File: src/rtl/prqs_pkg.sv
// ----------------------------------------------------------------------------
// prqs_pkg
// Shared types and codes for the priority ready-queue scheduler.
// ----------------------------------------------------------------------------
package prqs_pkg;

    localparam int ID_W   = 4;
    localparam int PRIO_W = 6;
    localparam int STAT_W = 3;
    localparam int MAP_W  = 32;

    typedef logic [ID_W-1:0]   thread_id_t;
    typedef logic [PRIO_W-1:0] prio_t;
    typedef logic [STAT_W-1:0] status_t;
    typedef logic [MAP_W-1:0]  ready_map_t;

    typedef enum logic [1:0] {
        MODE_DISPATCH = 2'd0,
        MODE_YIELD    = 2'd1,
        MODE_ADD      = 2'd2,
        MODE_DELETE   = 2'd3
    } mode_t;

    localparam status_t ST_INACTIVE = 3'd0;
    localparam status_t ST_READY    = 3'd1;
    localparam status_t ST_RUNNING  = 3'd2;

    // Configuration register indexes (word addresses).
    localparam logic REG_KERNEL_RUNNING = 1'b0;

    typedef struct packed {
        mode_t      mode;
        thread_id_t thread_id;
        logic       thread_given;
        prio_t      thread_priority;
        status_t    new_state;
    } in_item_t;

    typedef struct packed {
        thread_id_t run_id;
        logic       run_valid;
        logic       switched;
        thread_id_t preempted_id;
        logic       preempted_valid;
        ready_map_t ready_map;
    } out_item_t;

endpackage

File: src/rtl/priority_ready_queue_scheduler.sv
// ----------------------------------------------------------------------------
// priority_ready_queue_scheduler
// Thread scheduler with one FIFO ready queue per priority and a ready bitmap.
// ----------------------------------------------------------------------------
//  Channel   Direction  Handshake               Contents
//  item      in         item_valid/item_ready   mode, thread, priority, state
//  result    out        result_valid/result_ready  run, preempt, ready map
//  config    in         APB psel/penable        kernel_running at address 0
//
//  Each transfer goes into an input register, is processed by one pass over
//  the queue links once the result register can take it, and lands in the
//  result register, so one item is taken per cycle unless the result register
//  stalls. The input register holds while the result register is full and
//  not taken. Reset clears all queues, links, status and the bitmap at once.
// ----------------------------------------------------------------------------
module priority_ready_queue_scheduler #(
    parameter int NUM_PRIO    = 32,
    parameter int MAX_THREADS = 16
) (
    input  logic                clk,
    input  logic                rst_n,
    input  logic                item_valid,
    output logic                item_ready,
    input  prqs_pkg::in_item_t  item,
    output logic                result_valid,
    input  logic                result_ready,
    output prqs_pkg::out_item_t result,
    input  logic                psel,
    input  logic                penable,
    input  logic                pwrite,
    input  logic [2:0]          paddr,
    input  logic [31:0]         pwdata,
    output logic [31:0]         prdata,
    output logic                pready
);
    import prqs_pkg::*;

    localparam int TW = $clog2(MAX_THREADS);
    localparam int PW = (NUM_PRIO > 1) ? $clog2(NUM_PRIO) : 1;

    typedef logic [TW-1:0] tidx_t;
    typedef logic [PW-1:0] pidx_t;

    typedef struct packed {
        logic  vld;
        tidx_t id;
    } link_t;

    localparam link_t NIL = '{vld: 1'b0, id: '0};

    // Configuration
    logic kernel_running_reg;

    // Pipeline registers
    in_item_t  item_reg;
    logic      item_vld_reg;
    out_item_t result_reg;
    logic      result_vld_reg;

    // Scheduler state
    logic [NUM_PRIO-1:0] ready_reg,  ready_next;
    link_t               head_reg   [NUM_PRIO];
    link_t               head_next  [NUM_PRIO];
    link_t               tail_reg   [NUM_PRIO];
    link_t               tail_next  [NUM_PRIO];
    link_t               lnext_reg  [MAX_THREADS];
    link_t               lnext_next [MAX_THREADS];
    link_t               lprev_reg  [MAX_THREADS];
    link_t               lprev_next [MAX_THREADS];
    prio_t               queued_reg [MAX_THREADS];
    prio_t               queued_next[MAX_THREADS];
    status_t             status_reg [MAX_THREADS];
    status_t             status_next[MAX_THREADS];
    tidx_t               cur_reg,      cur_next;
    logic                cur_vld_reg,  cur_vld_next;
    prio_t               cur_prio_reg, cur_prio_next;

    out_item_t result_next;
    logic      advance;
    logic      fire;
    logic      cfg_write;

    assign advance    = !result_vld_reg || result_ready;
    assign fire       = item_vld_reg && advance;
    assign item_ready = !item_vld_reg || advance;

    assign result_valid = result_vld_reg;
    assign result       = result_reg;

    assign pready    = 1'b1;
    assign cfg_write = psel && penable && pwrite && (paddr[2] == REG_KERNEL_RUNNING);
    assign prdata    = (paddr[2] == REG_KERNEL_RUNNING) ? {31'b0, kernel_running_reg} : '0;

    always_ff @(posedge clk or negedge rst_n)
    begin
        if (!rst_n)
        begin
            kernel_running_reg <= 1'b0;
        end
        else if (cfg_write)
        begin
            kernel_running_reg <= pwdata[0];
        end
    end

    // Highest set bit of the ready bitmap.
    function automatic pidx_t top_ready(input logic [NUM_PRIO-1:0] bits);
        pidx_t top;
        top = '0;
        for (int i = 0; i < NUM_PRIO; i++)
        begin
            if (bits[i])
            begin
                top = pidx_t'(i);
            end
        end
        return top;
    endfunction

    always_comb
    begin
        logic    ok;
        logic    do_unlink;
        logic    do_append;
        tidx_t   t;
        pidx_t   aidx;
        pidx_t   uidx;
        pidx_t   top;
        prio_t   q;
        link_t   prv;
        link_t   nxt;
        link_t   tl;
        link_t   h;
        link_t   cand;
        prio_t   cprio;
        logic    have;
        logic    running;
        logic    sw;
        logic    pre;
        tidx_t   pre_id;

        ready_next    = ready_reg;
        head_next     = head_reg;
        tail_next     = tail_reg;
        lnext_next    = lnext_reg;
        lprev_next    = lprev_reg;
        queued_next   = queued_reg;
        status_next   = status_reg;
        cur_next      = cur_reg;
        cur_vld_next  = cur_vld_reg;
        cur_prio_next = cur_prio_reg;

        ok = kernel_running_reg && (item_reg.thread_priority != '0) &&
             (item_reg.thread_priority <= NUM_PRIO) && (item_reg.thread_id < MAX_THREADS);
        t         = tidx_t'(item_reg.thread_id);
        aidx      = pidx_t'(item_reg.thread_priority - prio_t'(1));
        do_unlink = 1'b0;
        do_append = 1'b0;
        sw        = 1'b0;
        pre       = 1'b0;
        pre_id    = '0;
        uidx      = '0;
        q         = '0;
        prv       = NIL;
        nxt       = NIL;
        tl        = NIL;
        h         = head_reg[aidx];
        top       = top_ready(ready_reg);
        cand      = NIL;
        cprio     = '0;
        have      = 1'b0;
        running   = 1'b0;

        if (ok)
        begin
            case (item_reg.mode)
                MODE_DISPATCH:
                begin
                    if (item_reg.thread_given)
                    begin
                        cand  = '{vld: 1'b1, id: t};
                        cprio = item_reg.thread_priority;
                        have  = 1'b1;
                    end
                    else
                    begin
                        cand  = head_reg[top];
                        cprio = prio_t'(top) + prio_t'(1);
                        have  = (ready_reg != '0) && cand.vld;
                    end
                    running = cur_vld_reg && (status_reg[cur_reg] == ST_RUNNING);
                    if (have && (!running || (cprio > cur_prio_reg)))
                    begin
                        if (running)
                        begin
                            status_next[cur_reg] = ST_READY;
                            pre    = 1'b1;
                            pre_id = cur_reg;
                        end
                        status_next[cand.id] = ST_RUNNING;
                        cur_next      = cand.id;
                        cur_vld_next  = 1'b1;
                        cur_prio_next = cprio;
                        sw            = 1'b1;
                    end
                end
                MODE_YIELD:
                begin
                    // Only a queue with at least two threads rotates.
                    if (h.vld && lnext_reg[h.id].vld)
                    begin
                        do_unlink = 1'b1;
                        do_append = 1'b1;
                    end
                end
                MODE_ADD:
                begin
                    do_unlink = 1'b1;
                    do_append = 1'b1;
                end
                default:
                begin
                    do_unlink = 1'b1;
                end
            endcase
        end

        if (do_unlink)
        begin
            q = queued_reg[t];
            if ((q != '0) && (q <= NUM_PRIO))
            begin
                uidx = pidx_t'(q - prio_t'(1));
                prv  = lprev_reg[t];
                nxt  = lnext_reg[t];
                if (prv.vld)
                begin
                    lnext_next[prv.id] = nxt;
                end
                else
                begin
                    head_next[uidx] = nxt;
                end
                if (nxt.vld)
                begin
                    lprev_next[nxt.id] = prv;
                end
                else
                begin
                    tail_next[uidx] = prv;
                end
                if (!head_next[uidx].vld)
                begin
                    head_next[uidx]  = NIL;
                    tail_next[uidx]  = NIL;
                    ready_next[uidx] = 1'b0;
                end
                lnext_next[t] = NIL;
                lprev_next[t] = NIL;
            end
            queued_next[t] = '0;

            if (do_append)
            begin
                status_next[t] = ST_READY;
            end
            else
            begin
                // Ready delete stores the given state and keeps the bitmap exact.
                status_next[t] = item_reg.new_state;
                if (!head_next[aidx].vld)
                begin
                    ready_next[aidx] = 1'b0;
                end
            end
        end

        if (do_append)
        begin
            tl            = tail_next[aidx];
            lnext_next[t] = NIL;
            if (head_next[aidx].vld && tl.vld)
            begin
                lprev_next[t]     = tl;
                lnext_next[tl.id] = '{vld: 1'b1, id: t};
            end
            else
            begin
                lprev_next[t]   = NIL;
                head_next[aidx] = '{vld: 1'b1, id: t};
            end
            tail_next[aidx]  = '{vld: 1'b1, id: t};
            queued_next[t]   = item_reg.thread_priority;
            ready_next[aidx] = 1'b1;
        end

        result_next.run_id          = cur_vld_next ? thread_id_t'(cur_next) : '0;
        result_next.run_valid       = cur_vld_next;
        result_next.switched        = sw;
        result_next.preempted_id    = pre ? thread_id_t'(pre_id) : '0;
        result_next.preempted_valid = pre;
        result_next.ready_map       = ready_map_t'(ready_next);
    end

    always_ff @(posedge clk or negedge rst_n)
    begin
        if (!rst_n)
        begin
            item_vld_reg   <= 1'b0;
            result_vld_reg <= 1'b0;
        end
        else
        begin
            if (item_valid && item_ready)
            begin
                item_vld_reg <= 1'b1;
            end
            else if (fire)
            begin
                item_vld_reg <= 1'b0;
            end

            if (fire)
            begin
                result_vld_reg <= 1'b1;
            end
            else if (result_ready)
            begin
                result_vld_reg <= 1'b0;
            end
        end
    end

    always_ff @(posedge clk)
    begin
        if (item_valid && item_ready)
        begin
            item_reg <= item;
        end
        if (fire)
        begin
            result_reg <= result_next;
        end
    end

    always_ff @(posedge clk or negedge rst_n)
    begin
        if (!rst_n)
        begin
            ready_reg    <= '0;
            cur_reg      <= '0;
            cur_vld_reg  <= 1'b0;
            cur_prio_reg <= '0;
            for (int i = 0; i < NUM_PRIO; i++)
            begin
                head_reg[i] <= NIL;
                tail_reg[i] <= NIL;
            end
            for (int i = 0; i < MAX_THREADS; i++)
            begin
                lnext_reg[i]  <= NIL;
                lprev_reg[i]  <= NIL;
                queued_reg[i] <= '0;
                status_reg[i] <= ST_INACTIVE;
            end
        end
        else if (fire)
        begin
            ready_reg    <= ready_next;
            cur_reg      <= cur_next;
            cur_vld_reg  <= cur_vld_next;
            cur_prio_reg <= cur_prio_next;
            head_reg     <= head_next;
            tail_reg     <= tail_next;
            lnext_reg    <= lnext_next;
            lprev_reg    <= lprev_next;
            queued_reg   <= queued_next;
            status_reg   <= status_next;
        end
    end

endmodule
File: config.mk
export PLATFORM = sky130hd
export DESIGN_NAME = priority_ready_queue_scheduler
export DESIGN_NICKNAME = d
export VERILOG_FILES = /design/src/rtl/prqs_pkg.sv /design/src/rtl/priority_ready_queue_scheduler.sv
export SDC_FILE = /design/constraint.sdc
export NUM_CORES = 2
export LEC_CHECK = 0
export BUFFER_PORTS_ARGS = -buffer_cell sky130_fd_sc_hd__buf_4
export CAP_MARGIN = 20
export CORE_ASPECT_RATIO = 0.75
export CORE_MARGIN = 3
export CORE_UTILIZATION = 38
export DETAILED_ROUTE_END_ITERATION = 12
export GPL_ROUTABILITY_DRIVEN = 1
export GPL_TIMING_DRIVEN = 0
export PLACE_DENSITY = 0.57
export SYNTH_ARGS = -nofsm -noshare
export SYNTH_HDL_FRONTEND = slang
export SYNTH_SLANG_ARGS = --single-unit
File: constraint.sdc
create_clock -name clk -period 21 [get_ports clk]
set_input_delay 4.2 -clock clk [delete_from_list [all_inputs] [get_ports clk]]
set_output_delay 4.2 -clock clk [all_outputs]
set_load 0.01 [all_outputs]
==> metrics.md <==
| Metric | Value |
|---|---|
| Status | `finished with violations` |
| Violations in the final reports | `slew limit` |
| Clock Skew | `0.04906 ns` |
| Cell variety after synth | `126` |
| Port bufs | `70` |
| Global route total overflow | `0` |
| Netlist Area Pre-Place | `0.04979 mm2` |
| Async set-reset flop share out of synthesis | `91.91%` |
| Internal | `2.715 mW` |
| R2r endpoint | `lnext_reg[70]` |
| CP Launch Type | `flop` |
| Post-synthesis sequential area ratio | `37.23%` |
| CTS tree | `yes` |
| Clk sink count | `729` |
| Crit path buf inv count | `13` |
| Crit path max-delay family | `buffers and inverters` |
| Power Dens Cells | `74.58 mW/mm2` |
| Die area | `0.1354 mm2` |
| Hold Path Depth | `2` |
| Largest net degree at the start of global routing | `117` |
| IR drop worst, VDD | `0.07182 mV` |
| Clk pin slew, worst setup/hold paths | `0.07 ns` |
| Final Critical Period | `15.06 ns` |
| Top routing layer in use | `met5` |
| Root buffer cell | `clkbuf_16` |
| DRT met1 WL | `147.5 mm` |
| Final Slew Violations | `11` |
| Layout cells sized above 1 | `13.41%` |
| Worst Path Arrival | `15.75 ns` |
| Switching Fraction | `37.23%` |
| Worst-Skew Late Latency | `0.77 ns` |
| Max stage delay on crit path | `0.94 ns` |
| Nets@finish | `6086` |
| Routability Congestion | `1.131` |
| Hpwl dp | `288.3 mm` |
| Via/cell ratio | `7.542` |
| Worst Hold Class | `reg -> reg` |
| Starting Density | `38.44%` |
| Reg2Reg Depth | `32` |
| Number of enable flip-flop cells after synthesis | `59` |
| DIE WIDTH | `424.0 um` |
| Max Fclk | `0.06639 GHz` |
| WL met3 | `74.67 mm` |
| FP Rows | `114` |
| WHS Endpoint | `tail_reg[102]` |
| Routed wire length | `369.2 mm` |
| Syn_area_per_cell | `8.789 um2` |
| Setup TNS | `0 ns` |
| Initial antenna violation count | `40` |
| Total track usage | `52.39%` |
| DR pass1 iterations | `10` |
| Fin crit share | `71.73%` |
| I/O pin count | `136` |
| Fillers | `12750` |
| Clk buf depth | `3` |
| Wire per inst | `46.94 um` |
| Area Growth Syn to Fin | `16.50%` |
| Total CTS buffers | `86` |
| CP endpoint kind | `flop` |
| Vias in the first global route | `51530` |
| Combinational share of power | `24.5%` |
| Worst path required time | `21.69 ns` |
| Total core area | `0.1295 mm2` |
| CP Depth | `32` |
| Detailed Route Iter0 Violations | `12160` |
| H-tree levels | `3` |
| Antenna Violating Nets Remaining | `0` |
| Ys flop type | `dfrtp_1` |
| First-pass GRT wire length | `480.1 mm` |
| Unrepaired setup endpoints after global routing | `no` |
| Net switching power | `1.611 mW` |
| Post-CTS Setup Inserts | `0` |
| Most frequent cell on the critical path | `clkbuf_1` |
| Static leakage power | `21.98 nW` |
| Final Core Density | `44.79%` |
| Register bit total from synthesis | `729` |
| Yosys warns | `0` |
| Max Cap Viol | `0` |
| FF-to-FF Start | `item_reg[12]` |
| Sequential share of power | `36.8%` |
| Hold buffers post-CTS | `0` |
| Worst Path Max Fanout | `11` |
| Die H | `319.5 um` |
| R2r setup slk | `5.94 ns` |
| Slew @ Worst Pin | `1.630 ns` |
| WS Path Type | `reg -> reg` |
| Final Hold Fails | `0` |
| Rel. slew slack | `-8.684%` |
| Clk pwr share | `38.7%` |
| Met2 wire length | `125.3 mm` |
| Post-CTS sizing | `0` |
| Slowest CP cell | `clkbuf_2` |
| Hold Crit Start | `tail_reg[102]` |
| Setup violations, final | `0` |
| Gate Count Post-Synth | `5665` |
| Vias post-DR | `59320` |
| DRC Markers | `0` |
-- cell type report --
cell class	count	area, um2	area share (%)
diodes	49	122.6	0.2114
clock buffers	111	2366	4.079
well taps	1740	2177	3.753
plain buffers	488	2278	3.928
flip-flops and latches	729	18540	31.96
multi-input cells	4371	28800	49.65
inverters	107	401.6	0.6924
clock inverters	45	618.1	1.066
repair buffers	225	2703	4.659
-- tightest hold or removal path, stage by stage (launching register included) --
cell and delay (ns):
dfrtp_1 0.34, nand2_1 0.04, o21ai_0 0.06
-- power groups by stage --
| stage | logic (mW) | registers (mW) | clock network (mW) |
|---|---|---|---|
| after CTS | 0.961 | 1.58 | 1.67 |
| after floorplan | 0.483 | 1.57 | 0 |
| final | 1.06 | 1.59 | 1.68 |
| after global routing | 1.04 | 1.59 | 1.72 |
| after detailed placement | 0.958 | 1.61 | 0 |
| after global placement | 0.924 | 1.61 | 0 |
-- stage by stage --
stage / power, mW / setup slack [ns] / cells / instance area (um2) / hold slack (ns)
final: 4.326 / 5.938 / 7865 / 58010 / 0.4870
after global routing: 4.357 / 6.685 / 7820 / 57890 / 0.4992
after global placement: 2.530 / 6.016 / 7505 / 52600 / 0.4588
after CTS: 4.210 / 7.374 / 7781 / 57400 / 0.4818
after floorplan: 2.051 / 12.39 / 5695 / 49900 / 0.4436
after detailed placement: 2.565 / 7.409 / 7625 / 54410 / 0.4695
-- worst max path at each step --
stage,start,endpoint,slack [ns]
after floorplan,result_ready,item_ready,12.39
after global placement,item_reg[12],lnext_reg[2],6.02
after detailed placement,item_reg[12],lnext_reg[0],7.41
after CTS,item_reg[12],lnext_reg[2],7.37
after global routing,item_reg[12],lnext_reg[2],6.68
final,item_reg[12],lnext_reg[70],5.94
-- synthesized netlist by cell type (44+ instances only) --
cell,n,area share (%)
o21ai_0,772,7.8
o21ai_1,49,0.49
buf_2,48,0.48
a211oi_1,45,0.68
nor2_1,385,2.9
o22ai_1,46,0.58
buf_4,47,0.71
a31oi_1,61,0.77
nand2_1,928,7.0
a22o_1,116,2.0
mux2i_1,264,5.3
inv_1,101,0.76
a21oi_1,219,2.2
a221o_1,46,0.92
buf_1,46,0.35
a22oi_1,164,2.5
dfrtp_1,670,34
edfxtp_1,59,3.6
o211ai_1,95,1.4
nand4_1,44,0.55
nand3_1,73,0.73
mux4_2,126,5.7
a221oi_1,78,1.4
clkbuf_1,321,2.4
nor3_1,94,0.94
-- cells in the final DEF, fill, tap and decap left out, types with 73 or more instances in the layout --
cell type,Yosys,layout
nand2_1,928,928
o21ai_0,772,768
dfrtp_1,670,670
nor2_1,385,383
clkbuf_1,321,323
mux2i_1,264,264
a21oi_1,219,218
a22oi_1,164,164
buf_4,47,152
mux4_2,126,126
a22o_1,116,116
inv_1,101,101
o211ai_1,95,95
nor3_1,94,90
clkbuf_16,0,87
a221oi_1,78,78
nand3_1,73,73
-- layer usage --
metal  vias to the layer above  GRT usage (%)
met5                         -          5.521
met4                        43          21.90
met3                      1131          37.19
met2                      6324          60.20
met1                     29800          71.56
li1                      22020              -
-- cells by family (layout without fill, tap and decap cells) --
| kind of cell | after synthesis | count (layout) | share of synthesized area [%] |
|---|---|---|---|
| AO/OA/AOI/OAI | 2073 | 2073 | 27.78 |
| AND/OR/NAND/NOR | 1816 | 1816 | 17.11 |
| flip-flops | 729 | 729 | 37.23 |
| buffers and inverters | 595 | 976 | 5.343 |
| multiplexers | 423 | 423 | 11.89 |
| adder cells (fa/ha/maj) | 20 | 20 | 0.5026 |
| XOR/XNOR | 7 | 7 | 0.1231 |
| other | 2 | 81 | 0.01508 |
Note: power is estimated with default switching activity, not from simulation.
